## config.mk

```make
export PLATFORM = sky130hd
export DESIGN_NAME = pmct_fifo
export DESIGN_NICKNAME = d
export VERILOG_FILES = /design/src/rtl/core/pmct_pkg.sv /design/src/rtl/core/pmct_fifo.sv
export SDC_FILE = /design/constraint.sdc
export NUM_CORES = 1
export LEC_CHECK = 0
export ABC_AREA = 1
export BUFFER_PORTS_ARGS = -buffer_cell sky130_fd_sc_hd__buf_2
export CAP_MARGIN = 20
export CORE_MARGIN = 8
export CORE_UTILIZATION = 52
export DETAILED_ROUTE_END_ITERATION = 8
export PLACE_DENSITY = 0.79
export SLEW_MARGIN = 0
export SYNTH_ARGS = -nofsm -noshare
export SYNTH_HDL_FRONTEND = slang
export SYNTH_SLANG_ARGS = --single-unit
```

## constraint.sdc

```tcl
create_clock -name clk -period 6.8 [get_ports clk]
set_input_delay 0.34 -clock clk [delete_from_list [all_inputs] [get_ports clk]]
set_output_delay 0.34 -clock clk [all_outputs]
set_load 0.005 [all_outputs]
```

## src/rtl/core/pmct_pkg.sv

```systemverilog
// Shared types, constants and segment tables of the power meter calibrate-and-trip block.
`default_nettype none
package pmct_pkg;

	// Field widths of the sample and result channels.
	localparam int CUR_W    = 17;
	localparam int VOLT_W   = 16;
	localparam int PWR_W    = 21;
	localparam int CCUR_W   = 18;
	localparam int CVOLT_W  = 17;
	localparam int ENERGY_W = 48;
	localparam int DUTY_W   = 7;
	localparam int SEC_W    = 32;
	localparam int LIMIT_W  = 16;
	localparam int VOL_W    = 10;

	// Calibration segments and packed offsets.
	localparam int NUM_SEGS = 6;
	localparam int OFFSET_W = 10;
	localparam int CFG_W    = NUM_SEGS * OFFSET_W;
	localparam int SEG_W    = 3;
	localparam logic [SEG_W-1:0] SEG_NONE = SEG_W'(NUM_SEGS);

	// Offset times sample, its magnitude, and the quotient after the reference divide.
	localparam int PROD_W      = OFFSET_W + CUR_W;
	localparam int MAG_W       = PROD_W - 1;
	localparam int RECIP_SHIFT = 42;
	localparam int RECIP_W     = 33;
	localparam int RMUL_W      = MAG_W + RECIP_W;
	localparam int QUO_W       = RMUL_W - RECIP_SHIFT;
	localparam int SUM_W       = CCUR_W + 1;

	localparam logic signed [CUR_W-1:0] CUR_BOUND [NUM_SEGS] = '{
		17'sd1500, 17'sd3000, 17'sd7500, 17'sd15000, 17'sd30000, 17'sd50000
	};
	localparam logic [VOLT_W-1:0] VOLT_BOUND [NUM_SEGS] = '{
		16'd7000, 16'd13000, 16'd18000, 16'd23000, 16'd28000, 16'd33000
	};
	localparam longint unsigned CUR_REF [NUM_SEGS] = '{
		64'd1000, 64'd2000, 64'd5000, 64'd10000, 64'd20000, 64'd50000
	};
	localparam longint unsigned VOLT_REF [NUM_SEGS] = '{
		64'd5000, 64'd10000, 64'd15000, 64'd20000, 64'd25000, 64'd30000
	};

	// Rounded-up reciprocals scaled by 2^RECIP_SHIFT; exact floor division for
	// every magnitude below 2^MAG_W. Unused segment codes hold zero.
	localparam logic [RECIP_W-1:0] CUR_RECIP [1 << SEG_W] = '{
		RECIP_W'(((64'd1 << RECIP_SHIFT) + CUR_REF[0] - 64'd1) / CUR_REF[0]),
		RECIP_W'(((64'd1 << RECIP_SHIFT) + CUR_REF[1] - 64'd1) / CUR_REF[1]),
		RECIP_W'(((64'd1 << RECIP_SHIFT) + CUR_REF[2] - 64'd1) / CUR_REF[2]),
		RECIP_W'(((64'd1 << RECIP_SHIFT) + CUR_REF[3] - 64'd1) / CUR_REF[3]),
		RECIP_W'(((64'd1 << RECIP_SHIFT) + CUR_REF[4] - 64'd1) / CUR_REF[4]),
		RECIP_W'(((64'd1 << RECIP_SHIFT) + CUR_REF[5] - 64'd1) / CUR_REF[5]),
		RECIP_W'(0),
		RECIP_W'(0)
	};
	localparam logic [RECIP_W-1:0] VOLT_RECIP [1 << SEG_W] = '{
		RECIP_W'(((64'd1 << RECIP_SHIFT) + VOLT_REF[0] - 64'd1) / VOLT_REF[0]),
		RECIP_W'(((64'd1 << RECIP_SHIFT) + VOLT_REF[1] - 64'd1) / VOLT_REF[1]),
		RECIP_W'(((64'd1 << RECIP_SHIFT) + VOLT_REF[2] - 64'd1) / VOLT_REF[2]),
		RECIP_W'(((64'd1 << RECIP_SHIFT) + VOLT_REF[3] - 64'd1) / VOLT_REF[3]),
		RECIP_W'(((64'd1 << RECIP_SHIFT) + VOLT_REF[4] - 64'd1) / VOLT_REF[4]),
		RECIP_W'(((64'd1 << RECIP_SHIFT) + VOLT_REF[5] - 64'd1) / VOLT_REF[5]),
		RECIP_W'(0),
		RECIP_W'(0)
	};

	// Saturation bounds of the corrected values.
	localparam logic signed [SUM_W-1:0] CUR_MIN_S  = -(SUM_W'(1) <<< (CCUR_W - 1));
	localparam logic signed [SUM_W-1:0] CUR_MAX_S  = (SUM_W'(1) <<< (CCUR_W - 1)) - SUM_W'(1);
	localparam logic signed [SUM_W-1:0] VOLT_MAX_S = (SUM_W'(1) <<< CVOLT_W) - SUM_W'(1);
	localparam logic signed [CCUR_W-1:0] PEAK_RESET  = {1'b1, {(CCUR_W-1){1'b0}}};
	localparam logic signed [CCUR_W-1:0] LEAST_RESET = {1'b0, {(CCUR_W-1){1'b1}}};

	// Buzzer duty is volume / 10, taken as volume * 205 >> 11.
	localparam int DUTY_RECIP_W = 8;
	localparam logic [DUTY_RECIP_W-1:0] DUTY_RECIP = 8'd205;
	localparam int DUTY_SHIFT  = 11;
	localparam int DUTY_PROD_W = VOL_W + DUTY_RECIP_W;
	localparam logic [VOL_W-1:0] BUZZER_VOLUME_RESET = 10'd500;

	// Tick and second counting.
	localparam int TICKS_PER_SECOND = 100;
	localparam int TICK_W = $clog2(TICKS_PER_SECOND + 1);
	localparam logic [TICK_W:0] TICKS_END = (TICK_W + 1)'(TICKS_PER_SECOND);

	// Queue between the front and back.
	localparam int FIFO_DEPTH = 2;
	localparam int PTR_W      = $clog2(FIFO_DEPTH);
	localparam int CNT_W      = $clog2(FIFO_DEPTH + 1);

	localparam int CFG_IDX_W = 3;
	typedef enum logic [CFG_IDX_W-1:0] {
		REG_CURRENT_OFFSETS    = 3'd0,
		REG_VOLTAGE_OFFSETS    = 3'd1,
		REG_UNDERVOLTAGE_LIMIT = 3'd2,
		REG_OVERCURRENT_LIMIT  = 3'd3,
		REG_BUZZER_VOLUME      = 3'd4
	} cfg_reg_t;

	// One classified tick as it waits in the queue.
	typedef struct packed {
		logic signed [CUR_W-1:0] cur_x;
		logic                    cur_neg;
		logic [MAG_W-1:0]        cur_mag;
		logic [SEG_W-1:0]        cur_seg;
		logic [VOLT_W-1:0]       volt_x;
		logic                    volt_neg;
		logic [MAG_W-1:0]        volt_mag;
		logic [SEG_W-1:0]        volt_seg;
		logic [PWR_W-1:0]        power;
		logic                    clear_trip;
	} item_t;

	// Trip configuration seen by the back.
	typedef struct packed {
		logic [LIMIT_W-1:0] undervoltage;
		logic [LIMIT_W-1:0] overcurrent;
		logic [VOL_W-1:0]   volume;
	} limits_t;

endpackage
`default_nettype wire

```

## src/rtl/core/pmct_fifo.sv

```systemverilog
// Short queue that decouples the front from the back.
`default_nettype none
module pmct_fifo (
	input  wire logic            clk,
	input  wire logic            arst_n,
	input  wire logic            push,
	input  pmct_pkg::item_t      push_item,
	output logic                 full,
	input  wire logic            pop,
	output pmct_pkg::item_t      pop_item,
	output logic                 not_empty
);

	pmct_pkg::item_t             entry_q [pmct_pkg::FIFO_DEPTH];
	logic [pmct_pkg::PTR_W-1:0]  wr_ptr_q;
	logic [pmct_pkg::PTR_W-1:0]  rd_ptr_q;
	logic [pmct_pkg::CNT_W-1:0]  count_q;

	assign full      = (count_q == pmct_pkg::CNT_W'(pmct_pkg::FIFO_DEPTH));
	assign not_empty = (count_q != '0);
	assign pop_item  = entry_q[rd_ptr_q];

	always_ff @(posedge clk) begin
		if (push) begin
			entry_q[wr_ptr_q] <= push_item;
		end
	end

	always_ff @(posedge clk or negedge arst_n) begin
		if (!arst_n) begin
			wr_ptr_q <= '0;
			rd_ptr_q <= '0;
			count_q  <= '0;
		end else begin
			if (push) begin
				wr_ptr_q <= (wr_ptr_q == pmct_pkg::PTR_W'(pmct_pkg::FIFO_DEPTH - 1)) ?
					'0 : wr_ptr_q + 1'b1;
			end
			if (pop) begin
				rd_ptr_q <= (rd_ptr_q == pmct_pkg::PTR_W'(pmct_pkg::FIFO_DEPTH - 1)) ?
					'0 : rd_ptr_q + 1'b1;
			end
			if (push && !pop) begin
				count_q <= count_q + 1'b1;
			end else if (pop && !push) begin
				count_q <= count_q - 1'b1;
			end
		end
	end

endmodule
`default_nettype wire

```

==> flow_summary.yaml <==
place:
  io_buffers: 235
  dp.cells: 829
  hpwl_mm: 12.10
  place.gp.congestion: 0.7339
  pre_cts_ws_ns: 4.010
worst_setup_path:
  crit_fanout: 62
  crit_arrival_ns: 2.92
  cp-end-kind: "output port"
  path_class: "register to output port"
  cp.required_ns: 6.46
  r2r_cells: 3
  startpoint_type: "register"
finish:
  syn_to_final_growth_pct: 24.29
  fin_cells: 871
  utilization: 0.6561
  final_layout_size_suffix_gt1_frac: 0.6037
  diodes: 0
  n_fill_cell: 1123
  finalNetCount: 755
cts:
  clk_pin_slew_ns: 0.06
  cts.path.max_buffers: 3
  post_cts_buffers: 0
  htree_levels: 1
  cts_tree: "yes"
  cts_root_buffer: "clkbuf_16"
  clk_latency_ns: 0.49
  cts_buffers: 23
  cts_resized: 0
  clock_sinks: 234
  cts_hold_buf: 1
floorplanning:
  core_um2: 16410
  num_rows: 47
  ios: 236
  die-area_um2: 21040
  fp.dieH_um: 145.1
  start_util: 0.5279
  chipWidth_um: 145.1
global_routing:
  grt_pass1_vias: 4915
  grt-busiest-layer: "met2"
  grt_use_met3: 0.05628
  track_usage: 0.1576
  grt_max_degree: 65
  antenna_found_initial: 3
  grt_pass1_wl_mm: 26.33
  grt_use_met2: 0.2759
  grt_use_met1: 0.1791
  grt.overflow.total: 0
timing:
  setup_violations: 0
  clock_skew_ns: 0.008317
  max_freq_ghz: 0.3063
  worstMarginPinSlew_ns: 0.9097
  drv_slew: 0
  max_slew_margin: 0.3935
  final.setup.tns_ns: 0
  fin_crit_sh: 0.4801
  grt_setup_unrepaired: "false"
  fin_crit_ns: 3.264
  finalHoldViolations: 0
  setup_ws_ns: 3.536
yosys:
  synth_area_um2: 8661
  synth_xor_area_frac: 0.003034
  yosysWarnings: 0
  synthMuxAreaShare: 0.1669
  syn_inst: 383
  synthSimpleGateAreaFrac: 0.004767
  synthAdderAreaFrac: 0.001445
  synth_area_per_cell_um2: 22.61
  synth_seq_area_share: 0.8090
  synth-compound-area-share: 0
  synth_fp_nets: 503
  synth_top_family_by_area: "multiplexers"
  yosysUniqueCellTypes: 14
  synth_seq_cells: 234
pwr:
  p_comb_frac: 0.259
  power_leakage_nw: 4.187
  seq_power_share: 0.474
  switching_share: 0.2682
  power_density_nw_per_um2: 404.5
  p_sw_mw: 1.168
  finalPower_mw: 4.354
  intPower_mw: 3.186
  clkPwrFrac: 0.267
  ir_drop_mv: 0.2802
drt:
  ant_nets: 0
  firstDrtPassIters: 4
  vias: 4427
  drc: 0
  drt_iter0_drc: 251
  wl_mm: 17.32
  routed_via_density: 5.083
  wire_per_inst_um: 19.88
flow_run:
  cap_violations: 0
status:
  status: "finished, final reports clean"
worst_hold_path:
  hold_class: "primary input to register"
  whs_path_depth: 1
-- critical path, cell delays in order (launching register included) --
cell     delay, ns
dfrtp_4       0.99
buf_4         0.77
mux2_2        0.43
buf_2         0.14
-- worst paths after layout --
path	to	slack, ns	startpoint
max in group asynchronous	rd_ptr_q	6.43	arst_n
hold / removal	entry_q[0][90]	0.03	push_item[90]
setup reg to reg	entry_q[1][21]	4.50	wr_ptr_q
setup / recovery	pop_item[96]	3.54	rd_ptr_q
min in group asynchronous	count_q[1]	0.23	arst_n
hold reg to reg	count_q[1]	0.49	count_q[1]
-- cells in the mapped netlist --
cell,number,area [um^2]
nor2_1,2,7.510
edfxtp_1,230,6907
inv_1,7,26.28
buf_2,7,35.03
ha_1,1,12.51
xor2_1,2,17.52
buf_6,6,67.56
mux2_2,75,844.6
mux2_4,40,600.6
xnor2_1,1,8.760
nand2_1,6,22.52
dfrtp_1,4,100.1
nand3_1,1,5.000
nand4_1,1,6.260
-- per-stage QoR --
step,hold slack (ns),area (um^2)
floorplan,0.04441,8661
global placement,0.1489,10050
detailed placement,0.1516,10050
CTS,0.007903,10760
global route,0.01323,10760
finish,0.02726,10760
-- cells by family after synthesis --
logic type	Yosys count
xor gates and xnor gates	3
adders and majority gates	1
buffers and inverters	20
DFF	234
muxes	115
and+or+nand+nor	10
-- state kept, by name (all words and copies together), names as in the netlist --
register	count
rd_ptr_q	1
entry_q	230
wr_ptr_q	1
count_q	2
-- layout by cell type (no fill, tap or decap), types with 2 or more instances in the layout --
master,n
clkbuf_16,23
clkinvlp_4,5
buf_2,235
xor2_1,2
inv_1,6
buf_4,4
mux2_2,75
nand2_1,6
clkinv_1,3
mux2_4,40
clkbuf_1,2
clkinv_2,6
edfxtp_1,230
dfrtp_1,3
-- power by group through the flow --
stage | sequential (mW) | combinational, mW | clock (mW)
2_1_floorplan | 2.03 | 0.772 | 0
3_3_place_gp | 2.08 | 1.12 | 0
3_5_place_dp | 2.10 | 1.15 | 0
4_1_cts | 2.07 | 1.15 | 1.18
5_1_grt | 2.09 | 1.22 | 1.24
6_report | 2.06 | 1.13 | 1.16
-- routing by layer --
metal / vias to the layer above / share of wire
li1: 2011 / -
met1: 2188 / 0.37
met2: 190 / 0.51
met3: 32 / 0.092
met4: 6 / 0.018
met5: - / 0.0020
-- area by class of cell --
| type | count | area, um^2 | share of cell area |
|---|---|---|---|
| Inverter | 7 | 28.78 | 0.002673 |
| Multi-Input combinational cell | 129 | 1533 | 0.1424 |
| Clock inverter | 16 | 117.6 | 0.01093 |
| Timing Repair Buffer | 240 | 1216 | 0.1130 |
| Tap cell | 220 | 275.3 | 0.02557 |
| Clock buffer | 25 | 583.1 | 0.05417 |
| Sequential cell | 234 | 7010 | 0.6513 |
Power figures use the tool's default switching activity.
