`src/rtl/core/pmct_pkg.sv`:
```
// Shared types, constants and segment tables of the power meter calibrate-and-trip block.
`default_nettype none
package pmct_pkg;

	// Field widths of the sample and result channels.
	localparam int CUR_W    = 17;
	localparam int VOLT_W   = 16;
	localparam int PWR_W    = 21;
	localparam int CCUR_W   = 18;
	localparam int CVOLT_W  = 17;
	localparam int ENERGY_W = 48;
	localparam int DUTY_W   = 7;
	localparam int SEC_W    = 32;
	localparam int LIMIT_W  = 16;
	localparam int VOL_W    = 10;

	// Calibration segments and packed offsets.
	localparam int NUM_SEGS = 6;
	localparam int OFFSET_W = 10;
	localparam int CFG_W    = NUM_SEGS * OFFSET_W;
	localparam int SEG_W    = 3;
	localparam logic [SEG_W-1:0] SEG_NONE = SEG_W'(NUM_SEGS);

	// Offset times sample, its magnitude, and the quotient after the reference divide.
	localparam int PROD_W      = OFFSET_W + CUR_W;
	localparam int MAG_W       = PROD_W - 1;
	localparam int RECIP_SHIFT = 42;
	localparam int RECIP_W     = 33;
	localparam int RMUL_W      = MAG_W + RECIP_W;
	localparam int QUO_W       = RMUL_W - RECIP_SHIFT;
	localparam int SUM_W       = CCUR_W + 1;

	localparam logic signed [CUR_W-1:0] CUR_BOUND [NUM_SEGS] = '{
		17'sd1500, 17'sd3000, 17'sd7500, 17'sd15000, 17'sd30000, 17'sd50000
	};
	localparam logic [VOLT_W-1:0] VOLT_BOUND [NUM_SEGS] = '{
		16'd7000, 16'd13000, 16'd18000, 16'd23000, 16'd28000, 16'd33000
	};
	localparam longint unsigned CUR_REF [NUM_SEGS] = '{
		64'd1000, 64'd2000, 64'd5000, 64'd10000, 64'd20000, 64'd50000
	};
	localparam longint unsigned VOLT_REF [NUM_SEGS] = '{
		64'd5000, 64'd10000, 64'd15000, 64'd20000, 64'd25000, 64'd30000
	};

	// Rounded-up reciprocals scaled by 2^RECIP_SHIFT; exact floor division for
	// every magnitude below 2^MAG_W. Unused segment codes hold zero.
	localparam logic [RECIP_W-1:0] CUR_RECIP [1 << SEG_W] = '{
		RECIP_W'(((64'd1 << RECIP_SHIFT) + CUR_REF[0] - 64'd1) / CUR_REF[0]),
		RECIP_W'(((64'd1 << RECIP_SHIFT) + CUR_REF[1] - 64'd1) / CUR_REF[1]),
		RECIP_W'(((64'd1 << RECIP_SHIFT) + CUR_REF[2] - 64'd1) / CUR_REF[2]),
		RECIP_W'(((64'd1 << RECIP_SHIFT) + CUR_REF[3] - 64'd1) / CUR_REF[3]),
		RECIP_W'(((64'd1 << RECIP_SHIFT) + CUR_REF[4] - 64'd1) / CUR_REF[4]),
		RECIP_W'(((64'd1 << RECIP_SHIFT) + CUR_REF[5] - 64'd1) / CUR_REF[5]),
		RECIP_W'(0),
		RECIP_W'(0)
	};
	localparam logic [RECIP_W-1:0] VOLT_RECIP [1 << SEG_W] = '{
		RECIP_W'(((64'd1 << RECIP_SHIFT) + VOLT_REF[0] - 64'd1) / VOLT_REF[0]),
		RECIP_W'(((64'd1 << RECIP_SHIFT) + VOLT_REF[1] - 64'd1) / VOLT_REF[1]),
		RECIP_W'(((64'd1 << RECIP_SHIFT) + VOLT_REF[2] - 64'd1) / VOLT_REF[2]),
		RECIP_W'(((64'd1 << RECIP_SHIFT) + VOLT_REF[3] - 64'd1) / VOLT_REF[3]),
		RECIP_W'(((64'd1 << RECIP_SHIFT) + VOLT_REF[4] - 64'd1) / VOLT_REF[4]),
		RECIP_W'(((64'd1 << RECIP_SHIFT) + VOLT_REF[5] - 64'd1) / VOLT_REF[5]),
		RECIP_W'(0),
		RECIP_W'(0)
	};

	// Saturation bounds of the corrected values.
	localparam logic signed [SUM_W-1:0] CUR_MIN_S  = -(SUM_W'(1) <<< (CCUR_W - 1));
	localparam logic signed [SUM_W-1:0] CUR_MAX_S  = (SUM_W'(1) <<< (CCUR_W - 1)) - SUM_W'(1);
	localparam logic signed [SUM_W-1:0] VOLT_MAX_S = (SUM_W'(1) <<< CVOLT_W) - SUM_W'(1);
	localparam logic signed [CCUR_W-1:0] PEAK_RESET  = {1'b1, {(CCUR_W-1){1'b0}}};
	localparam logic signed [CCUR_W-1:0] LEAST_RESET = {1'b0, {(CCUR_W-1){1'b1}}};

	// Buzzer duty is volume / 10, taken as volume * 205 >> 11.
	localparam int DUTY_RECIP_W = 8;
	localparam logic [DUTY_RECIP_W-1:0] DUTY_RECIP = 8'd205;
	localparam int DUTY_SHIFT  = 11;
	localparam int DUTY_PROD_W = VOL_W + DUTY_RECIP_W;
	localparam logic [VOL_W-1:0] BUZZER_VOLUME_RESET = 10'd500;

	// Tick and second counting.
	localparam int TICKS_PER_SECOND = 100;
	localparam int TICK_W = $clog2(TICKS_PER_SECOND + 1);
	localparam logic [TICK_W:0] TICKS_END = (TICK_W + 1)'(TICKS_PER_SECOND);

	// Queue between the front and back.
	localparam int FIFO_DEPTH = 2;
	localparam int PTR_W      = $clog2(FIFO_DEPTH);
	localparam int CNT_W      = $clog2(FIFO_DEPTH + 1);

	localparam int CFG_IDX_W = 3;
	typedef enum logic [CFG_IDX_W-1:0] {
		REG_CURRENT_OFFSETS    = 3'd0,
		REG_VOLTAGE_OFFSETS    = 3'd1,
		REG_UNDERVOLTAGE_LIMIT = 3'd2,
		REG_OVERCURRENT_LIMIT  = 3'd3,
		REG_BUZZER_VOLUME      = 3'd4
	} cfg_reg_t;

	// One classified tick as it waits in the queue.
	typedef struct packed {
		logic signed [CUR_W-1:0] cur_x;
		logic                    cur_neg;
		logic [MAG_W-1:0]        cur_mag;
		logic [SEG_W-1:0]        cur_seg;
		logic [VOLT_W-1:0]       volt_x;
		logic                    volt_neg;
		logic [MAG_W-1:0]        volt_mag;
		logic [SEG_W-1:0]        volt_seg;
		logic [PWR_W-1:0]        power;
		logic                    clear_trip;
	} item_t;

	// Trip configuration seen by the back.
	typedef struct packed {
		logic [LIMIT_W-1:0] undervoltage;
		logic [LIMIT_W-1:0] overcurrent;
		logic [VOL_W-1:0]   volume;
	} limits_t;

endpackage
`default_nettype wire

```
`src/rtl/core/pmct_back.sv`:
```
// Back: reference divide, saturation, energy, trip latch, extremes and seconds.
`default_nettype none
module pmct_back (
	input  wire logic                                clk,
	input  wire logic                                arst_n,
	input  wire logic                                item_valid,
	input  pmct_pkg::item_t                          item,
	output logic                                     item_pop,
	input  pmct_pkg::limits_t                        limits,
	output logic                                     out_valid,
	input  wire logic                                out_stall,
	output logic signed [pmct_pkg::CCUR_W-1:0]       corrected_current,
	output logic [pmct_pkg::CVOLT_W-1:0]             corrected_voltage,
	output logic [pmct_pkg::ENERGY_W-1:0]            energy_total,
	output logic                                     load_enable,
	output logic                                     trip_now,
	output logic [pmct_pkg::DUTY_W-1:0]              buzzer_duty,
	output logic signed [pmct_pkg::CCUR_W-1:0]       peak_current,
	output logic signed [pmct_pkg::CCUR_W-1:0]       least_current,
	output logic [pmct_pkg::SEC_W-1:0]               elapsed_seconds
);

	// Stage 1: quotients.
	logic                                 valid_s1;
	logic signed [pmct_pkg::CUR_W-1:0]    cur_x_s1;
	logic signed [pmct_pkg::CCUR_W-1:0]   cur_q_s1;
	logic [pmct_pkg::VOLT_W-1:0]          volt_x_s1;
	logic signed [pmct_pkg::CCUR_W-1:0]   volt_q_s1;
	logic [pmct_pkg::PWR_W-1:0]           power_s1;
	logic                                 clear_s1;

	// Stage 2: result register.
	logic                                 valid_s2;
	logic signed [pmct_pkg::CCUR_W-1:0]   cur_s2;
	logic [pmct_pkg::CVOLT_W-1:0]         volt_s2;
	logic                                 trip_s2;

	// Running state.
	logic [pmct_pkg::ENERGY_W-1:0]        energy_q;
	logic signed [pmct_pkg::CCUR_W-1:0]   peak_q;
	logic signed [pmct_pkg::CCUR_W-1:0]   least_q;
	logic [pmct_pkg::TICK_W-1:0]          tick_q;
	logic [pmct_pkg::SEC_W-1:0]           seconds_q;
	logic                                 latch_q;
	logic [pmct_pkg::DUTY_W-1:0]          duty_q;

	logic                                 out_ready;
	logic                                 ready_s1;
	logic                                 advance;
	logic [pmct_pkg::RMUL_W-1:0]          cur_rmul;
	logic [pmct_pkg::RMUL_W-1:0]          volt_rmul;
	logic signed [pmct_pkg::CCUR_W-1:0]   cur_qpos;
	logic signed [pmct_pkg::CCUR_W-1:0]   volt_qpos;
	logic signed [pmct_pkg::SUM_W-1:0]    cur_sum;
	logic signed [pmct_pkg::SUM_W-1:0]    volt_sum;
	logic signed [pmct_pkg::CCUR_W-1:0]   cur_sat;
	logic [pmct_pkg::CVOLT_W-1:0]         volt_sat;
	logic                                 trip;
	logic [pmct_pkg::ENERGY_W:0]          energy_sum;
	logic [pmct_pkg::DUTY_PROD_W-1:0]     duty_prod;
	logic [pmct_pkg::TICK_W:0]            tick_next;

	assign out_ready = !valid_s2 || !out_stall;
	assign ready_s1  = !valid_s1 || out_ready;
	assign item_pop  = item_valid && ready_s1;
	assign advance   = valid_s1 && out_ready;

	// Division by the segment reference as a multiply by its reciprocal.
	assign cur_rmul  = pmct_pkg::RMUL_W'(item.cur_mag) *
		pmct_pkg::RMUL_W'(pmct_pkg::CUR_RECIP[item.cur_seg]);
	assign volt_rmul = pmct_pkg::RMUL_W'(item.volt_mag) *
		pmct_pkg::RMUL_W'(pmct_pkg::VOLT_RECIP[item.volt_seg]);
	assign cur_qpos  = $signed({1'b0, cur_rmul[pmct_pkg::RMUL_W-1:pmct_pkg::RECIP_SHIFT]});
	assign volt_qpos = $signed({1'b0, volt_rmul[pmct_pkg::RMUL_W-1:pmct_pkg::RECIP_SHIFT]});

	always_ff @(posedge clk) begin
		if (item_pop) begin
			cur_x_s1  <= item.cur_x;
			cur_q_s1  <= item.cur_neg ? -cur_qpos : cur_qpos;
			volt_x_s1 <= item.volt_x;
			volt_q_s1 <= item.volt_neg ? -volt_qpos : volt_qpos;
			power_s1  <= item.power;
			clear_s1  <= item.clear_trip;
		end
	end

	// Stage 2 arithmetic: correction, saturation and the limit checks.
	assign cur_sum  = pmct_pkg::SUM_W'(cur_x_s1) + pmct_pkg::SUM_W'(cur_q_s1);
	assign volt_sum = $signed({3'b000, volt_x_s1}) + pmct_pkg::SUM_W'(volt_q_s1);

	always_comb begin
		if (cur_sum < pmct_pkg::CUR_MIN_S) begin
			cur_sat = pmct_pkg::CUR_MIN_S[pmct_pkg::CCUR_W-1:0];
		end else if (cur_sum > pmct_pkg::CUR_MAX_S) begin
			cur_sat = pmct_pkg::CUR_MAX_S[pmct_pkg::CCUR_W-1:0];
		end else begin
			cur_sat = cur_sum[pmct_pkg::CCUR_W-1:0];
		end
		if (volt_sum[pmct_pkg::SUM_W-1]) begin
			volt_sat = '0;
		end else if (volt_sum > pmct_pkg::VOLT_MAX_S) begin
			volt_sat = pmct_pkg::VOLT_MAX_S[pmct_pkg::CVOLT_W-1:0];
		end else begin
			volt_sat = volt_sum[pmct_pkg::CVOLT_W-1:0];
		end
	end

	assign trip = ((limits.undervoltage != '0) &&
			({1'b0, limits.undervoltage} > volt_sat)) ||
		((limits.overcurrent != '0) &&
			(cur_sat > $signed({2'b00, limits.overcurrent})));

	assign energy_sum = {1'b0, energy_q} + (pmct_pkg::ENERGY_W + 1)'(power_s1);
	assign duty_prod  = pmct_pkg::DUTY_PROD_W'(limits.volume) *
		pmct_pkg::DUTY_PROD_W'(pmct_pkg::DUTY_RECIP);
	assign tick_next  = {1'b0, tick_q} + 1'b1;

	always_ff @(posedge clk) begin
		if (advance) begin
			cur_s2  <= cur_sat;
			volt_s2 <= volt_sat;
			trip_s2 <= trip;
		end
	end

	always_ff @(posedge clk or negedge arst_n) begin
		if (!arst_n) begin
			valid_s1  <= 1'b0;
			valid_s2  <= 1'b0;
			energy_q  <= '0;
			peak_q    <= pmct_pkg::PEAK_RESET;
			least_q   <= pmct_pkg::LEAST_RESET;
			tick_q    <= '0;
			seconds_q <= '0;
			latch_q   <= 1'b0;
			duty_q    <= '0;
		end else begin
			if (ready_s1) begin
				valid_s1 <= item_valid;
			end
			if (out_ready) begin
				valid_s2 <= valid_s1;
			end
			if (advance) begin
				energy_q <= energy_sum[pmct_pkg::ENERGY_W] ? '1 :
					energy_sum[pmct_pkg::ENERGY_W-1:0];
				if (cur_sat > peak_q) begin
					peak_q <= cur_sat;
				end
				if (cur_sat < least_q) begin
					least_q <= cur_sat;
				end
				if (tick_next >= pmct_pkg::TICKS_END) begin
					tick_q    <= '0;
					seconds_q <= seconds_q + 1'b1;
				end else begin
					tick_q <= tick_next[pmct_pkg::TICK_W-1:0];
				end
				// A clear on this tick acts before the new limit check.
				latch_q <= (latch_q && !clear_s1) || trip;
				if (trip) begin
					duty_q <= duty_prod[pmct_pkg::DUTY_SHIFT +: pmct_pkg::DUTY_W];
				end
			end
		end
	end

	assign out_valid         = valid_s2;
	assign corrected_current = cur_s2;
	assign corrected_voltage = volt_s2;
	assign energy_total      = energy_q;
	assign load_enable       = !latch_q;
	assign trip_now          = trip_s2;
	assign buzzer_duty       = duty_q;
	assign peak_current      = peak_q;
	assign least_current     = least_q;
	assign elapsed_seconds   = seconds_q;

endmodule
`default_nettype wire

```
`config.mk`:
```
export PLATFORM = sky130hd
export DESIGN_NAME = pmct_back
export DESIGN_NICKNAME = d
export VERILOG_FILES = /design/src/rtl/core/pmct_pkg.sv /design/src/rtl/core/pmct_back.sv
export SDC_FILE = /design/constraint.sdc
export NUM_CORES = 2
export LEC_CHECK = 0
export BUFFER_PORTS_ARGS = -buffer_cell sky130_fd_sc_hd__buf_2
export CAP_MARGIN = 20
export CORE_ASPECT_RATIO = 0.7
export CORE_MARGIN = 2
export CORE_UTILIZATION = 30
export CTS_BUF_LIST = sky130_fd_sc_hd__clkbuf_4
export DETAILED_ROUTE_END_ITERATION = 8
export PLACE_DENSITY = 0.53
export SYNTH_ARGS = -nofsm -noshare
export SYNTH_HDL_FRONTEND = slang
export SYNTH_SLANG_ARGS = --single-unit
```
`constraint.sdc`:
```
create_clock -name clk -period 8.7 [get_ports clk]
set_input_delay 0.87 -clock clk [delete_from_list [all_inputs] [get_ports clk]]
set_output_delay 0.87 -clock clk [all_outputs]
set_load 0.005 [all_outputs]
```
==> impl_metrics.py <==
metrics = {
    "floorplanning": {
        "pin_count": 323,
        "start_util_pct": 30.3,
        "fp.dieH_um": 396,
        "core_mm2": 0.218,
        "die_w_um": 564,
        "die_area_mm2": 0.224,
        "placementRows": 143,
    },
    "setup_path": {
        "critical_path_class": "in -> reg",
        "cp-start-kind": "primary input",
        "crit_slowest_cell": "fa_1",
        "critPathArrivalTime_ps": 9140,
        "cp_top_family": "adder cells",
        "end_kind": "flip-flop",
        "worstPathRequired_ps": 9200,
        "path_depth": 36,
        "path_buf_inv": 16,
        "cpPeakStageDelay_ps": 560,
        "cp_max_fo": 8,
        "r2r_cells": 22,
    },
    "clocking": {
        "cts_root_buf": "clkbuf_4",
        "clk_pin_slew_ps": 70,
        "cts_tree": "yes",
        "clkSinkCount": 260,
        "cts_buffers": 80,
        "cts_max_path_buffers": 3,
        "cts_max_level": 3,
        "clk_latency_ps": 790,
    },
    "route": {
        "wire_per_inst_um": 22.5,
        "vias": 53400,
        "drc_errors": 0,
        "drt_iter0_markers": 4356,
        "routed_via_density": 4.77,
        "drt_wl_total_mm": 253,
        "ant_nets": 0,
        "drt_pass1_iterations": 5,
    },
    "layout": {
        "finalInstanceArea_mm2": 0.0812,
        "final_cells": 11200,
        "syn2layout_area_growth_pct": 23.1,
        "fillers": 22200,
        "fin_nets": 10400,
        "drive_gt1_share_pct": 21.7,
    },
    "timing": {
        "period_needed_ps": 8630,
        "worst_slack_ps": 65.9,
        "hold_viol": 0,
        "final.setup_skew_ps": 81.6,
        "max_freq_mhz": 116,
        "drv_slew": 0,
        "slew_headroom_pct": 33.7,
        "finalSetupViolCount": 0,
        "fin_setup_tns_ps": 0,
        "max_slew.worst_pin.slew_ps": 985,
        "fin_crit_sh_pct": 99.2,
    },
    "logic_synthesis": {
        "syn_area_per_cell_um2": 9.33,
        "syn_nets": 9251,
        "synth_seq_cells": 260,
        "synth_flop_cell": "edfxtp_1",
        "synth-edff-count": 127,
        "synthCells": 7070,
        "yosys_warnings": 0,
        "ys_seq_area_share_pct": 10.9,
        "syn_area_mm2": 0.0659,
        "synth_cell_types": 99,
        "async_flop_share_pct": 51.2,
    },
    "placement": {
        "dp_hpwl_mm": 223,
        "post-place-ws_ps": -1190,
        "placedCellCount": 11000,
        "io_buffers": 322,
        "gp_congestion": 1.01,
        "place_area_mm2": 0.0785,
    },
    "global_route": {
        "grt_pass1_wl_mm": 371,
        "grt_pass1_vias": 55900,
        "grt_max_degree": 69,
        "antenna_found_initial": 27,
        "track_usage_pct": 22.4,
        "overflow": 0,
    },
    "min_path": {
        "hold_path.class": "in -> reg",
        "hold_depth": 1,
    },
    "status": {
        "status": "completed",
    },
    "flow_run": {
        "drv_cap": 0,
    },
}
==> synthesized netlist by cell type (all sizes together) (5+ instances only) <==
library cell / instances / area [µm²]
nand4: 49 / 307
o21ai: 131 / 659
nand3b: 6 / 57.6
nor2: 280 / 1050
dfrtp: 115 / 2880
or3: 12 / 75.1
dfstp: 18 / 473
o31ai: 16 / 130
mux2: 45 / 510
fa: 1380 / 27600
a211o: 5 / 43.8
o211ai: 34 / 260
a211oi: 28 / 215
inv: 1782 / 6690
nand2b: 39 / 244
o22a: 9 / 78.8
xor2: 51 / 447
edfxtp: 127 / 3810
a31oi: 23 / 144
a31o: 9 / 78.8
or4: 6 / 48.8
nor2b: 59 / 369
or2: 16 / 100
a21oi: 164 / 825
clkbuf: 245 / 920
xnor2: 104 / 911
and4: 9 / 81.3
and3: 69 / 432
o21bai: 13 / 97.6
nor3: 40 / 205
a311oi: 5 / 43.8
and2: 488 / 3060
a21boi: 6 / 45.1
a21o: 73 / 548
ha: 640 / 8010
buf: 7 / 40.0
mux2i: 8 / 80.1
a41oi: 6 / 52.6
nand3: 114 / 571
nor4: 20 / 146
o21a: 23 / 173
nand2: 722 / 2710
a2111oi: 9 / 91.3
==> layer usage <==
metal / wire length (µm) / up-vias / GRT usage, %
met5: 90 / - / 0
met1: 121000 / 27100 / 34.6
met4: 2540 / 14 / 2.25
met2: 97600 / 2243 / 30.4
met3: 31200 / 196 / 8.03
li1: - / 23900 / -
==> cells in the final DEF (no fill, tap or decap), types with 50 or more instances in the layout <==
cell	count
nor2b_1	51
o21ai_0	102
fa_1	1336
and2_1	472
and3_1	68
ha_1	604
buf_12	67
xor2_1	50
nor2_1	273
nand3_1	112
a21o_1	73
a21oi_1	149
xnor2_1	103
clkbuf_4	113
buf_4	929
edfxtp_1	127
buf_2	317
dfrtp_1	115
inv_1	1761
nand2_1	692
==> path summary, 6_finish.rpt <==
kind	start	end	slack [ps]
worst min-delay path	item[5]	power_s1[4]$_DFFE_PP_	250
max in group asynchronous	arst_n	peak_current[10]$_DFFE_PN0P_	6640
worst max-delay path	item[68]	cur_q_s1[17]$_SDFFCE_PN0P_	70
worst max register to register	cur_q_s1[1]$_DFFE_PP_	peak_current[9]$_DFFE_PN0P_	2230
worst min register to register	elapsed_seconds[26]$_DFFE_PN0P_	elapsed_seconds[26]$_DFFE_PN0P_	480
min in group asynchronous	arst_n	elapsed_seconds[30]$_DFFE_PN0P_	660
==> flip-flops by register name, summed over array words and instances, names as in the netlist, 16 cells and up <==
register / count
cur_q_s1: 18
energy_total: 48
volt_q_s1: 18
volt_x_s1: 16
power_s1: 21
least_current: 18
peak_current: 18
elapsed_seconds: 32
corrected_current: 18
corrected_voltage: 17
cur_x_s1: 17
==> area by class of cell <==
type / count / area, µm² / share of cell area [%]
diodes: 6 / 15.0 / 0.0185
clock buffers: 111 / 833 / 1.03
clock inverters: 34 / 178 / 0.219
repair buffers: 1346 / 10300 / 12.7
multi-input cells: 4775 / 52300 / 64.5
well taps: 2900 / 3630 / 4.47
inverters: 1783 / 6720 / 8.28
flip-flops and latches: 260 / 7160 / 8.83
==> stage by stage <==
stage	hold slack (ps)	utilization, %
CTS	145	36.6
global route	158	37.3
floorplan	450	-
global placement	458	36.0
finish	250	37.3
detailed placement	479	36.0
==> cell families (layout without fill, tap and decap cells) <==
group           Yosys count  in the layout  synth area share, %
compound gates          600            600                 5.94
xor+xnor                155            155                 2.06
fa+ha+maj              2024           2024                 54.1
buf+inv                2035           3274                 11.6
flops                   260            260                 10.9
mux                      53             53                0.896
other cells               0              6                    0
simple gates           1943           1943                 14.5
==> timing repair <==
action                     in CTS  in global routing
buffers inserted                0                 44
gates cloned                    0                  2
hold endpoints to repair        2                  0
hold buffers                    1                  0
resized for setup              21                275
setup endpoints to repair      18                 21
pin swaps                       2                 82
Power is not shown: default switching activity piles up to over one toggle a cycle in this logic, so the estimate is an artifact.
