===== src/rtl/core/pmct_pkg.sv =====
// Shared types, constants and segment tables of the power meter calibrate-and-trip block.
`default_nettype none
package pmct_pkg;

	// Field widths of the sample and result channels.
	localparam int CUR_W    = 17;
	localparam int VOLT_W   = 16;
	localparam int PWR_W    = 21;
	localparam int CCUR_W   = 18;
	localparam int CVOLT_W  = 17;
	localparam int ENERGY_W = 48;
	localparam int DUTY_W   = 7;
	localparam int SEC_W    = 32;
	localparam int LIMIT_W  = 16;
	localparam int VOL_W    = 10;

	// Calibration segments and packed offsets.
	localparam int NUM_SEGS = 6;
	localparam int OFFSET_W = 10;
	localparam int CFG_W    = NUM_SEGS * OFFSET_W;
	localparam int SEG_W    = 3;
	localparam logic [SEG_W-1:0] SEG_NONE = SEG_W'(NUM_SEGS);

	// Offset times sample, its magnitude, and the quotient after the reference divide.
	localparam int PROD_W      = OFFSET_W + CUR_W;
	localparam int MAG_W       = PROD_W - 1;
	localparam int RECIP_SHIFT = 42;
	localparam int RECIP_W     = 33;
	localparam int RMUL_W      = MAG_W + RECIP_W;
	localparam int QUO_W       = RMUL_W - RECIP_SHIFT;
	localparam int SUM_W       = CCUR_W + 1;

	localparam logic signed [CUR_W-1:0] CUR_BOUND [NUM_SEGS] = '{
		17'sd1500, 17'sd3000, 17'sd7500, 17'sd15000, 17'sd30000, 17'sd50000
	};
	localparam logic [VOLT_W-1:0] VOLT_BOUND [NUM_SEGS] = '{
		16'd7000, 16'd13000, 16'd18000, 16'd23000, 16'd28000, 16'd33000
	};
	localparam longint unsigned CUR_REF [NUM_SEGS] = '{
		64'd1000, 64'd2000, 64'd5000, 64'd10000, 64'd20000, 64'd50000
	};
	localparam longint unsigned VOLT_REF [NUM_SEGS] = '{
		64'd5000, 64'd10000, 64'd15000, 64'd20000, 64'd25000, 64'd30000
	};

	// Rounded-up reciprocals scaled by 2^RECIP_SHIFT; exact floor division for
	// every magnitude below 2^MAG_W. Unused segment codes hold zero.
	localparam logic [RECIP_W-1:0] CUR_RECIP [1 << SEG_W] = '{
		RECIP_W'(((64'd1 << RECIP_SHIFT) + CUR_REF[0] - 64'd1) / CUR_REF[0]),
		RECIP_W'(((64'd1 << RECIP_SHIFT) + CUR_REF[1] - 64'd1) / CUR_REF[1]),
		RECIP_W'(((64'd1 << RECIP_SHIFT) + CUR_REF[2] - 64'd1) / CUR_REF[2]),
		RECIP_W'(((64'd1 << RECIP_SHIFT) + CUR_REF[3] - 64'd1) / CUR_REF[3]),
		RECIP_W'(((64'd1 << RECIP_SHIFT) + CUR_REF[4] - 64'd1) / CUR_REF[4]),
		RECIP_W'(((64'd1 << RECIP_SHIFT) + CUR_REF[5] - 64'd1) / CUR_REF[5]),
		RECIP_W'(0),
		RECIP_W'(0)
	};
	localparam logic [RECIP_W-1:0] VOLT_RECIP [1 << SEG_W] = '{
		RECIP_W'(((64'd1 << RECIP_SHIFT) + VOLT_REF[0] - 64'd1) / VOLT_REF[0]),
		RECIP_W'(((64'd1 << RECIP_SHIFT) + VOLT_REF[1] - 64'd1) / VOLT_REF[1]),
		RECIP_W'(((64'd1 << RECIP_SHIFT) + VOLT_REF[2] - 64'd1) / VOLT_REF[2]),
		RECIP_W'(((64'd1 << RECIP_SHIFT) + VOLT_REF[3] - 64'd1) / VOLT_REF[3]),
		RECIP_W'(((64'd1 << RECIP_SHIFT) + VOLT_REF[4] - 64'd1) / VOLT_REF[4]),
		RECIP_W'(((64'd1 << RECIP_SHIFT) + VOLT_REF[5] - 64'd1) / VOLT_REF[5]),
		RECIP_W'(0),
		RECIP_W'(0)
	};

	// Saturation bounds of the corrected values.
	localparam logic signed [SUM_W-1:0] CUR_MIN_S  = -(SUM_W'(1) <<< (CCUR_W - 1));
	localparam logic signed [SUM_W-1:0] CUR_MAX_S  = (SUM_W'(1) <<< (CCUR_W - 1)) - SUM_W'(1);
	localparam logic signed [SUM_W-1:0] VOLT_MAX_S = (SUM_W'(1) <<< CVOLT_W) - SUM_W'(1);
	localparam logic signed [CCUR_W-1:0] PEAK_RESET  = {1'b1, {(CCUR_W-1){1'b0}}};
	localparam logic signed [CCUR_W-1:0] LEAST_RESET = {1'b0, {(CCUR_W-1){1'b1}}};

	// Buzzer duty is volume / 10, taken as volume * 205 >> 11.
	localparam int DUTY_RECIP_W = 8;
	localparam logic [DUTY_RECIP_W-1:0] DUTY_RECIP = 8'd205;
	localparam int DUTY_SHIFT  = 11;
	localparam int DUTY_PROD_W = VOL_W + DUTY_RECIP_W;
	localparam logic [VOL_W-1:0] BUZZER_VOLUME_RESET = 10'd500;

	// Tick and second counting.
	localparam int TICKS_PER_SECOND = 100;
	localparam int TICK_W = $clog2(TICKS_PER_SECOND + 1);
	localparam logic [TICK_W:0] TICKS_END = (TICK_W + 1)'(TICKS_PER_SECOND);

	// Queue between the front and back.
	localparam int FIFO_DEPTH = 2;
	localparam int PTR_W      = $clog2(FIFO_DEPTH);
	localparam int CNT_W      = $clog2(FIFO_DEPTH + 1);

	localparam int CFG_IDX_W = 3;
	typedef enum logic [CFG_IDX_W-1:0] {
		REG_CURRENT_OFFSETS    = 3'd0,
		REG_VOLTAGE_OFFSETS    = 3'd1,
		REG_UNDERVOLTAGE_LIMIT = 3'd2,
		REG_OVERCURRENT_LIMIT  = 3'd3,
		REG_BUZZER_VOLUME      = 3'd4
	} cfg_reg_t;

	// One classified tick as it waits in the queue.
	typedef struct packed {
		logic signed [CUR_W-1:0] cur_x;
		logic                    cur_neg;
		logic [MAG_W-1:0]        cur_mag;
		logic [SEG_W-1:0]        cur_seg;
		logic [VOLT_W-1:0]       volt_x;
		logic                    volt_neg;
		logic [MAG_W-1:0]        volt_mag;
		logic [SEG_W-1:0]        volt_seg;
		logic [PWR_W-1:0]        power;
		logic                    clear_trip;
	} item_t;

	// Trip configuration seen by the back.
	typedef struct packed {
		logic [LIMIT_W-1:0] undervoltage;
		logic [LIMIT_W-1:0] overcurrent;
		logic [VOL_W-1:0]   volume;
	} limits_t;

endpackage
`default_nettype wire


===== src/rtl/core/pmct_front.sv =====
// Front: picks the calibration segment of each sample and forms offset times sample.
`default_nettype none
module pmct_front (
	input  wire logic signed [pmct_pkg::CUR_W-1:0]  current_sample,
	input  wire logic [pmct_pkg::VOLT_W-1:0]        voltage_sample,
	input  wire logic [pmct_pkg::PWR_W-1:0]         power_sample,
	input  wire logic                               clear_trip,
	input  wire logic [pmct_pkg::CFG_W-1:0]         current_offsets,
	input  wire logic [pmct_pkg::CFG_W-1:0]         voltage_offsets,
	output pmct_pkg::item_t                         item
);

	logic [pmct_pkg::SEG_W-1:0]           cur_seg;
	logic [pmct_pkg::SEG_W-1:0]           volt_seg;
	logic signed [pmct_pkg::OFFSET_W-1:0] cur_off;
	logic signed [pmct_pkg::OFFSET_W-1:0] volt_off;
	logic signed [pmct_pkg::PROD_W-1:0]   cur_prod;
	logic signed [pmct_pkg::PROD_W-1:0]   volt_prod;
	logic signed [pmct_pkg::CUR_W-1:0]    volt_x_s;
	logic [pmct_pkg::PROD_W-1:0]          cur_abs;
	logic [pmct_pkg::PROD_W-1:0]          volt_abs;

	// The lowest segment whose bound lies above the sample wins.
	always_comb begin
		cur_seg  = pmct_pkg::SEG_NONE;
		volt_seg = pmct_pkg::SEG_NONE;
		for (int s = pmct_pkg::NUM_SEGS - 1; s >= 0; s--) begin
			if (current_sample < pmct_pkg::CUR_BOUND[s]) begin
				cur_seg = pmct_pkg::SEG_W'(s);
			end
			if (voltage_sample < pmct_pkg::VOLT_BOUND[s]) begin
				volt_seg = pmct_pkg::SEG_W'(s);
			end
		end
	end

	// Samples at or above the last bound pass through with a zero offset.
	always_comb begin
		cur_off  = '0;
		volt_off = '0;
		for (int s = 0; s < pmct_pkg::NUM_SEGS; s++) begin
			if (cur_seg == pmct_pkg::SEG_W'(s)) begin
				cur_off = current_offsets[s*pmct_pkg::OFFSET_W +: pmct_pkg::OFFSET_W];
			end
			if (volt_seg == pmct_pkg::SEG_W'(s)) begin
				volt_off = voltage_offsets[s*pmct_pkg::OFFSET_W +: pmct_pkg::OFFSET_W];
			end
		end
	end

	assign volt_x_s  = $signed({1'b0, voltage_sample});
	assign cur_prod  = cur_off * current_sample;
	assign volt_prod = volt_off * volt_x_s;
	assign cur_abs   = cur_prod[pmct_pkg::PROD_W-1] ? (~cur_prod + 1'b1) : cur_prod;
	assign volt_abs  = volt_prod[pmct_pkg::PROD_W-1] ? (~volt_prod + 1'b1) : volt_prod;

	always_comb begin
		item.cur_x      = current_sample;
		item.cur_neg    = cur_prod[pmct_pkg::PROD_W-1];
		item.cur_mag    = cur_abs[pmct_pkg::MAG_W-1:0];
		item.cur_seg    = cur_seg;
		item.volt_x     = voltage_sample;
		item.volt_neg   = volt_prod[pmct_pkg::PROD_W-1];
		item.volt_mag   = volt_abs[pmct_pkg::MAG_W-1:0];
		item.volt_seg   = volt_seg;
		item.power      = power_sample;
		item.clear_trip = clear_trip;
	end

endmodule
`default_nettype wire


===== config.mk =====
export PLATFORM = sky130hd
export DESIGN_NAME = pmct_front
export DESIGN_NICKNAME = d
export VERILOG_FILES = /design/src/rtl/core/pmct_pkg.sv /design/src/rtl/core/pmct_front.sv
export SDC_FILE = /design/constraint.sdc
export NUM_CORES = 1
export LEC_CHECK = 0
export BUFFER_PORTS_ARGS = -buffer_cell sky130_fd_sc_hd__buf_4
export CORE_MARGIN = 2
export CORE_UTILIZATION = 40
export DETAILED_ROUTE_END_ITERATION = 10
export PLACE_DENSITY_LB_ADDON = 0.05
export SLEW_MARGIN = 20
export SYNTH_ARGS = -nofsm -noshare
export SYNTH_HDL_FRONTEND = slang
export SYNTH_SLANG_ARGS = --single-unit

===== constraint.sdc =====
create_clock -name vclk -period 15
set_clock_uncertainty 0.1 [all_clocks]
set_input_delay 3 -clock vclk [all_inputs]
set_output_delay 3 -clock vclk [all_outputs]
set_load 0.01 [all_outputs]

==> metrics, run 1 <==
fin crit period around 14 ns; n_diodes 0; global-route wire length before repair ~72000 um; ratio of final minimum period to clock period 96.6%; GRT Overall Usage between 20 and 25%; layout cells sized above 1 16.7%; hold depth 0; clock buf count 0; Post-Syn Area about 0.015 mm2; Setup violations, final 0; final hold slack 5.90 ns; WP data required around 12 ns; maxcap violations 0; Final Instance Area between 0.015 and 0.02 mm2; Synth area leader fa_1; Final Hold Viols 0; Core Area between 0.03 and 0.04 mm2; Syn Nets between 2000 and 2500; drt initial violations about 520; fmax a little under 0.07 GHz; Mapped Cells 1853; IO Port Bufs between 200 and 250; max_slew headroom about 56%; largest net degree at the start of global routing 23; Yosys cell types 80; final antenna-violating net count 0; initial antenna violation count 0; vias in the first global route between 10000 and 15000; cts hold-fix bufs 0; Min-Delay Path Class in -> out; worst slew pin tran ~0.66 ns; CP Class in -> out; WL/cell around 18 um; hold path start power_sample[0]; Initial Util approximately two fifths; Register Area 0 um2; DIE WIDTH between 150 and 200 um; crit start category primary input; Rows 70; Setup crit end kind output pin; Crit path arrival time roughly 11 ns; RD Place Congestion just under 0.9; grt ovf 0; die area between 0.03 and 0.04 mm2; estimated wirelength of the detail-placed design 36600 um; fin nets 2578; hold path endpoint item[1]; Max Slew Vio Count 0; outcome finished clean; detailed-route vias per instance 5.20; die height between 150 and 200 um; Synth Warn # 0; via count roughly 13000; Post-Route WL around 44000 um; share of the synthesized area in the top cell type about a third; area grow syn2layout 14.2%; DR DRC count 0; total I/O pin count slightly below 300; Avg Inst Size Synth around 7.9 um2; top cells by area, synth fa_1 (35%), ha_1 (12%), inv_1 (9.0%); FF+latch count 0; Seq/Total Area, Yosys 0%; worst-path maximum fanout 15; RSZ-0062 raised after global routing false; Pre-antenna DRT Iters 7; TNS Setup 0 ns; post-place instance area 0.0166 mm2
-- per-layer routing --
layer / vias up / wire [um] / GRT usage [%]
met3: 59 / 1120 / 1.00
met2: 270 / 24200 / 46.4
met5: - / 0 / 0
met4: 0 / 1200 / 5.82
met1: 6419 / 17000 / 26.8
li1: 6095 / - / -
-- per-stage QoR --
step	setup WS, ns	cells	utilization, %
finish	0.511	2468	46.0
global route	0.0243	2468	46.0
CTS	0.0984	2462	45.6
detailed placement	0.114	2462	45.6
global placement	0.226	2462	45.6
floorplan	0.827	1853	-
-- layout by cell type (no fill, tap or decap), drive strengths merged, types with 9 or more instances in the layout --
master,Yosys,layout
inv,350,350
buf,65,283
nand2,262,262
fa,258,258
ha,143,143
and2,122,122
nor2,93,93
xnor2,65,65
a21oi,65,65
o21ai,45,45
xor2,32,32
nor3,23,23
nand3,21,21
a31oi,19,19
or2,16,16
a211oi,15,15
a21o,11,11
nand2b,10,10
a222oi,10,10
a22oi,10,10
o31ai,10,10
nor2b,9,9
a211o,9,9
-- layout make-up --
class / instances / area, um2
fill: 3811 / 19600
inverter: 350 / 1310
multi-input combinational: 1367 / 12700
tap: 468 / 586
timing repair buffer: 283 / 2120
-- kinds of logic (layout without fill, tap and decap cells) --
group / count (synthesis) / after routing / share of synthesized area [%]
XOR/XNOR: 97 / 97 / 5.81
multiplexers: 7 / 7 / 0.496
AND/OR/NAND/NOR: 600 / 600 / 19.8
AO/OA/AOI/OAI: 262 / 262 / 12.4
adder cells (fa/ha/maj): 401 / 401 / 47.5
buffers and inverters: 486 / 633 / 13.9
-- worst max-delay path: stages --
cell and delay (ns):
buf_4 0.24, a2111oi_0 0.13, or4_1 0.53, and3_1 0.30, a222oi_1 0.49, nand3_2 0.28
and2_1 0.26, fa_1 0.54, inv_1 0.07, fa_1 0.48, inv_1 0.05, fa_1 0.52
fa_1 0.55, inv_1 0.07, fa_1 0.54, inv_1 0.04, ha_1 0.29, or3_4 0.38
o31ai_2 0.24, xnor2_1 0.18, or4b_1 0.57, or2_0 0.25, a2111o_1 0.47, nor4_4 0.40
a41oi_1 0.18, xnor2_1 0.17, buf_4 0.14
-- synth_stat cells, types with 9 or more instances --
| cell type | number |
|---|---|
| buf_4 | 56 |
| or2_2 | 15 |
| nor2b_1 | 9 |
| a21oi_1 | 64 |
| nor2_1 | 93 |
| xnor2_1 | 65 |
| ha_1 | 143 |
| clkbuf_1 | 71 |
| inv_1 | 350 |
| a211o_1 | 9 |
| o21ai_0 | 41 |
| nand2b_1 | 10 |
| xor2_1 | 32 |
| a222oi_1 | 10 |
| and2_1 | 122 |
| nand3_1 | 21 |
| a21o_1 | 11 |
| a211oi_1 | 13 |
| a22oi_1 | 10 |
| nor3_1 | 19 |
| nand2_1 | 262 |
| a31oi_1 | 19 |
| fa_1 | 258 |
-- worst max path at each step --
| stage | start | endpoint | cells past startpoint |
|---|---|---|---|
| CTS | current_sample[14] | item[96] | 27 |
| finish | current_sample[3] | item[96] | 27 |
| global placement | current_sample[14] | item[96] | 27 |
| floorplan | voltage_sample[13] | item[50] | 31 |
| global route | voltage_sample[5] | item[47] | 33 |
| detailed placement | current_sample[14] | item[96] | 27 |
-- timing repair --
| action | 4_1_cts | 5_1_grt |
|---|---|---|
| buffers inserted | 0 | 6 |
| gates resized for setup | 0 | 18 |
| setup endpoints to repair | 0 | 42 |
Power of run 1 is left out: the tool's default activity adds up to more than one toggle a clock period on the data nets, which glitch-free logic cannot reach.
==> run 2: changes to the inputs <==
--- a/config.mk
+++ b/config.mk
@@ -5,11 +5,12 @@
 export SDC_FILE = /design/constraint.sdc
 export NUM_CORES = 1
 export LEC_CHECK = 0
-export BUFFER_PORTS_ARGS = -buffer_cell sky130_fd_sc_hd__buf_4
 export CORE_MARGIN = 2
 export CORE_UTILIZATION = 40
 export DETAILED_ROUTE_END_ITERATION = 10
+export DONT_BUFFER_PORTS = 1
 export PLACE_DENSITY_LB_ADDON = 0.05
+export REMOVE_ABC_BUFFERS = 1
 export SLEW_MARGIN = 20
 export SYNTH_ARGS = -nofsm -noshare
 export SYNTH_HDL_FRONTEND = slang
==> metrics, run 2 (synthesis results as in run 1) <==
Crit path arrival time 11.38 ns (was 11.39 ns); die height 195 um (unchanged); layout cells sized above 1 5.43% (was 16.7%); vias in the first global route 12600 (was 13700); crit start category primary input (unchanged); maxcap violations 0 (unchanged); RD Place Congestion 0.827 (was 0.874); worst slew pin tran 0.796 ns (was 0.659 ns); largest net degree at the start of global routing 23 (unchanged); outcome finished clean (unchanged); CP Class in -> out (unchanged); commonest non-fill, non-tap cell in the layout inv_1 (unchanged); Post-Route WL 40700 um (was 43600 um); Final Instance Area 0.0149 mm2 (was 0.0167 mm2); Min-Delay Path Class in -> out (unchanged); placed instance count 2235 (was 2462); fillers 3803 (was 3811); fin nets 2346 (was 2578); pre-CTS WS 0.440 ns (was 0.114 ns); post-place instance area 0.0149 mm2 (was 0.0166 mm2); Finished Layout Cells 2237 (was 2468); grt ovf 0 (unchanged); total I/O pin count 290 (unchanged); hold depth 0 (unchanged); Max Slew Vio Count 0 (unchanged); TNS Setup 0 ns (unchanged); estimated wirelength of the detail-placed design 34500 um (was 36600 um); Pre-antenna DRT Iters 5 (was 7); Core Area 0.0363 mm2 (unchanged); ratio of final minimum period to clock period 96.6% (about the same); Register Area 0 um2 (unchanged); Rows 70 (unchanged); drt initial violations 656 (was 521); cts hold-fix bufs 0 (unchanged); area grow syn2layout 2.02% (was 14.2%); WP data required 11.90 ns (about the same); FF+latch count 0 (unchanged); die area 0.0381 mm2 (unchanged); Final WS setup 0.517 ns (was 0.511 ns); detailed-route vias per instance 5.43 (was 5.20); clock buf count 0 (unchanged); worst-path maximum fanout 19 (was 15); via count 12100 (was 12800); Final Hold Viols 0 (unchanged); DIE WIDTH 195 um (unchanged); RSZ-0062 raised after global routing false (unchanged); IO Port Bufs 0 (was 246); DR DRC count 0 (unchanged); Setup crit end kind output pin (unchanged); global-route wire length before repair 67000 um (was 71700 um); initial antenna violation count 2 (was 0); GR Util met1 31.7% (was 26.8%); Setup violations, final 0 (unchanged); fmax 0.0690 GHz (about the same); met3 GRT Util 3.20% (was 1.00%); commonest cells after routing, fill and taps aside inv_1 (349), nand2_1 (262), fa_1 (258) (was inv_1 (349), buf_4 (283), nand2_1 (260)); final antenna-violating net count 0 (unchanged); met2 Resource Use GR 36.5% (was 46.4%); GRT Overall Usage 21.8% (was 23.2%); WL/cell 18.2 um (was 17.7 um); Initial Util 40.3% (unchanged); max_slew headroom 46.8% (was 56.1%); busiest grt layer met2 (unchanged); fin crit period 14.48 ns (was 14.49 ns)
-- run 2: changes by cell type in the layout (fill, tap and decap cells not counted), sizes merged --
cell,change
diode,+1
buf,-232
-- run 2: stage by stage --
stage                     hold slack [ns]  utilization (%)
after global routing                 5.90             41.1
after CTS                            5.90             40.9
after detailed placement             5.90             40.9
after global placement               5.90             40.9
after floorplan                      5.90                -
final                                5.90             41.1
-- run 2: final cells by class --
class | count | area (um2) | area share [%]
tap | 468 | 586 | 3.92
multi-input combinational | 1367 | 12600 | 84.7
inverter | 350 | 1310 | 8.80
antenna | 1 | 2.50 | 0.0168
timing repair buffer | 51 | 383 | 2.56
-- run 2: what timing repair did --
| action | 4_1_cts | 5_1_grt |
|---|---|---|
| setup buffers | 0 | 1 |
| gates resized for setup | 0 | 10 |
| setup endpoints to repair | 0 | 20 |
| hold endpoints to repair | 0 | 0 |
-- run 2: critical path, stage by stage --
cell and delay, ns:
nor4_1 0.25, a31oi_1 0.20, a21oi_1 0.22, o21bai_1 0.12
a21oi_1 0.37, mux2_2 0.38, a21oi_1 0.24, buf_4 0.30
or2_2 0.17, fa_1 0.42, fa_1 0.55, inv_1 0.06
fa_1 0.50, fa_1 0.54, inv_1 0.05, fa_1 0.53
inv_1 0.04, ha_1 0.27, or4_1 0.56, o221a_2 0.28
a311oi_1 0.45, nand4_1 0.23, or4b_1 0.65, nor4b_2 0.50
a21oi_1 0.15, xor2_1 0.17, buf_4 0.16
-- run 2: metal layers --
| layer | wire length [um] | vias to the layer above |
|---|---|---|
| met5 | 11 | - |
| met4 | 66 | 2 |
| met3 | 2890 | 10 |
| met2 | 18900 | 384 |
| met1 | 18800 | 6122 |
| li1 | - | 5630 |
-- run 2: path summary, 6_finish.rpt --
check / startpoint / slack [ns] / end
setup / recovery: voltage_sample[14] / 0.52 / item[48]
hold / removal: current_sample[2] / 5.90 / item[100]
==> run 3: changes to the inputs <==
--- a/config.mk
+++ b/config.mk
@@ -5,7 +5,7 @@
 export SDC_FILE = /design/constraint.sdc
 export NUM_CORES = 1
 export LEC_CHECK = 0
-export CORE_MARGIN = 2
+export CORE_MARGIN = 1.5
 export CORE_UTILIZATION = 40
 export DETAILED_ROUTE_END_ITERATION = 10
 export DONT_BUFFER_PORTS = 1
==> metrics, run 3 (synthesis results as in run 1) <==
layout cells sized above 1 5.81% (was 5.43%); CP delay by family, top adder cells (unchanged); worst-path maximum fanout 16 (was 19); hold path endpoint item[104] (was item[100]); global-route wire length before repair 67300 um (was 67000 um); hold depth 0 (unchanged); hold path start current_sample[6] (was current_sample[2]); CP Class in -> out (unchanged); fin nets 2350 (was 2346); Worst setup startpoint voltage_sample[5] (was voltage_sample[14]); crit start category primary input (unchanged); Min-Delay Path Class in -> out (unchanged); die area 0.0377 mm2 (was 0.0381 mm2); total I/O pin count 290 (unchanged); fin crit period 14.43 ns (was 14.48 ns); commonest cells after routing, fill and taps aside inv_1 (349), nand2_1 (262), fa_1 (258) (unchanged); fmax 0.0693 GHz (was 0.0690 GHz); drt initial violations 478 (was 656); max_slew headroom 45.4% (was 46.8%); maxcap violations 0 (unchanged); DIE WIDTH 194 um (was 195 um); Setup violations, final 0 (unchanged); detailed-route vias per instance 5.42 (was 5.43); CP max-delay cell or4b_1 (unchanged); largest net degree at the start of global routing 23 (unchanged); fillers 3767 (was 3803); slowest stage delay, CP 0.69 ns (was 0.65 ns); Rows 69 (was 70); Crit path arrival time 11.33 ns (was 11.38 ns); clock buf count 0 (unchanged); Core Util, Final 41.8% (was 41.1%); via count 12100 (about the same); final antenna-violating net count 0 (unchanged); Setup crit end kind output pin (unchanged); cts hold-fix bufs 0 (unchanged); Worst Path Buf+Inv 6 (was 5); FF+latch count 0 (unchanged); commonest non-fill, non-tap cell in the layout inv_1 (unchanged); IO Port Bufs 0 (unchanged); estimated wirelength of the detail-placed design 34000 um (was 34500 um); area grow syn2layout 2.38% (was 2.02%); DR DRC count 0 (unchanged); Core Area 0.0358 mm2 (was 0.0363 mm2); WL/cell 18.0 um (was 18.2 um); ratio of final minimum period to clock period 96.2% (was 96.6%); Register Area 0 um2 (unchanged); Max Slew Vio Count 0 (unchanged); TNS Setup 0 ns (unchanged); die height 194 um (was 195 um); initial antenna violation count 1 (was 2); worst slew pin tran 0.817 ns (was 0.796 ns); Initial Util 40.8% (was 40.3%); Final Hold Viols 0 (unchanged); RSZ-0062 raised after global routing false (unchanged); GRT Overall Usage 22.0% (was 21.8%); WP data required 11.90 ns (about the same); n_diodes 0 (was 1); vias in the first global route 12500 (was 12600); outcome finished clean (unchanged); grt ovf 0 (unchanged); Pre-antenna DRT Iters 7 (was 5); RD Place Congestion 0.856 (was 0.827); Post-Route WL 40300 um (was 40700 um)
==> run 3: final cells by class <==
type,count,area (um2),area share (%)
inverters,350,1310,8.77
repair buffers,55,425,2.84
well taps,461,577,3.85
multi-input cells,1367,12700,84.5
==> run 3: per-stage QoR <==
stage	hold slack (ns)	cells	setup slack, ns	cell area [um2]
after floorplan	5.90	1717	0.319	13900
after global placement	5.90	2231	0.374	14900
after detailed placement	5.90	2231	0.293	14900
after CTS	5.90	2231	0.261	14900
after global routing	5.90	2233	0.00628	15000
final	5.90	2233	0.568	15000
==> run 3: worst max-delay path by stage <==
stage                           to  slack [ns]  cells after the start
after global placement    item[96]        0.37                     27
after floorplan           item[85]        0.32                     27
after CTS                 item[96]        0.26                     27
after detailed placement  item[96]        0.29                     27
after global routing      item[49]       0.006                     31
final                     item[46]        0.57                     31
==> run 3: per-layer routing <==
metal / up-vias / GRT usage (%) / wire [um]
met5: - / 0 / 0
met4: 0 / 2.23 / 446
met3: 22 / 2.84 / 2350
met2: 354 / 36.5 / 18500
met1: 6083 / 31.6 / 19000
li1: 5646 / - / -
==> run 3: timing repair <==
item	in CTS	in global routing
buffers inserted	0	2
setup endpoints to repair	0	36
endpoints found under the hold margin	0	0
resized for setup	0	15
Power of run 3 is left out for the same reason.
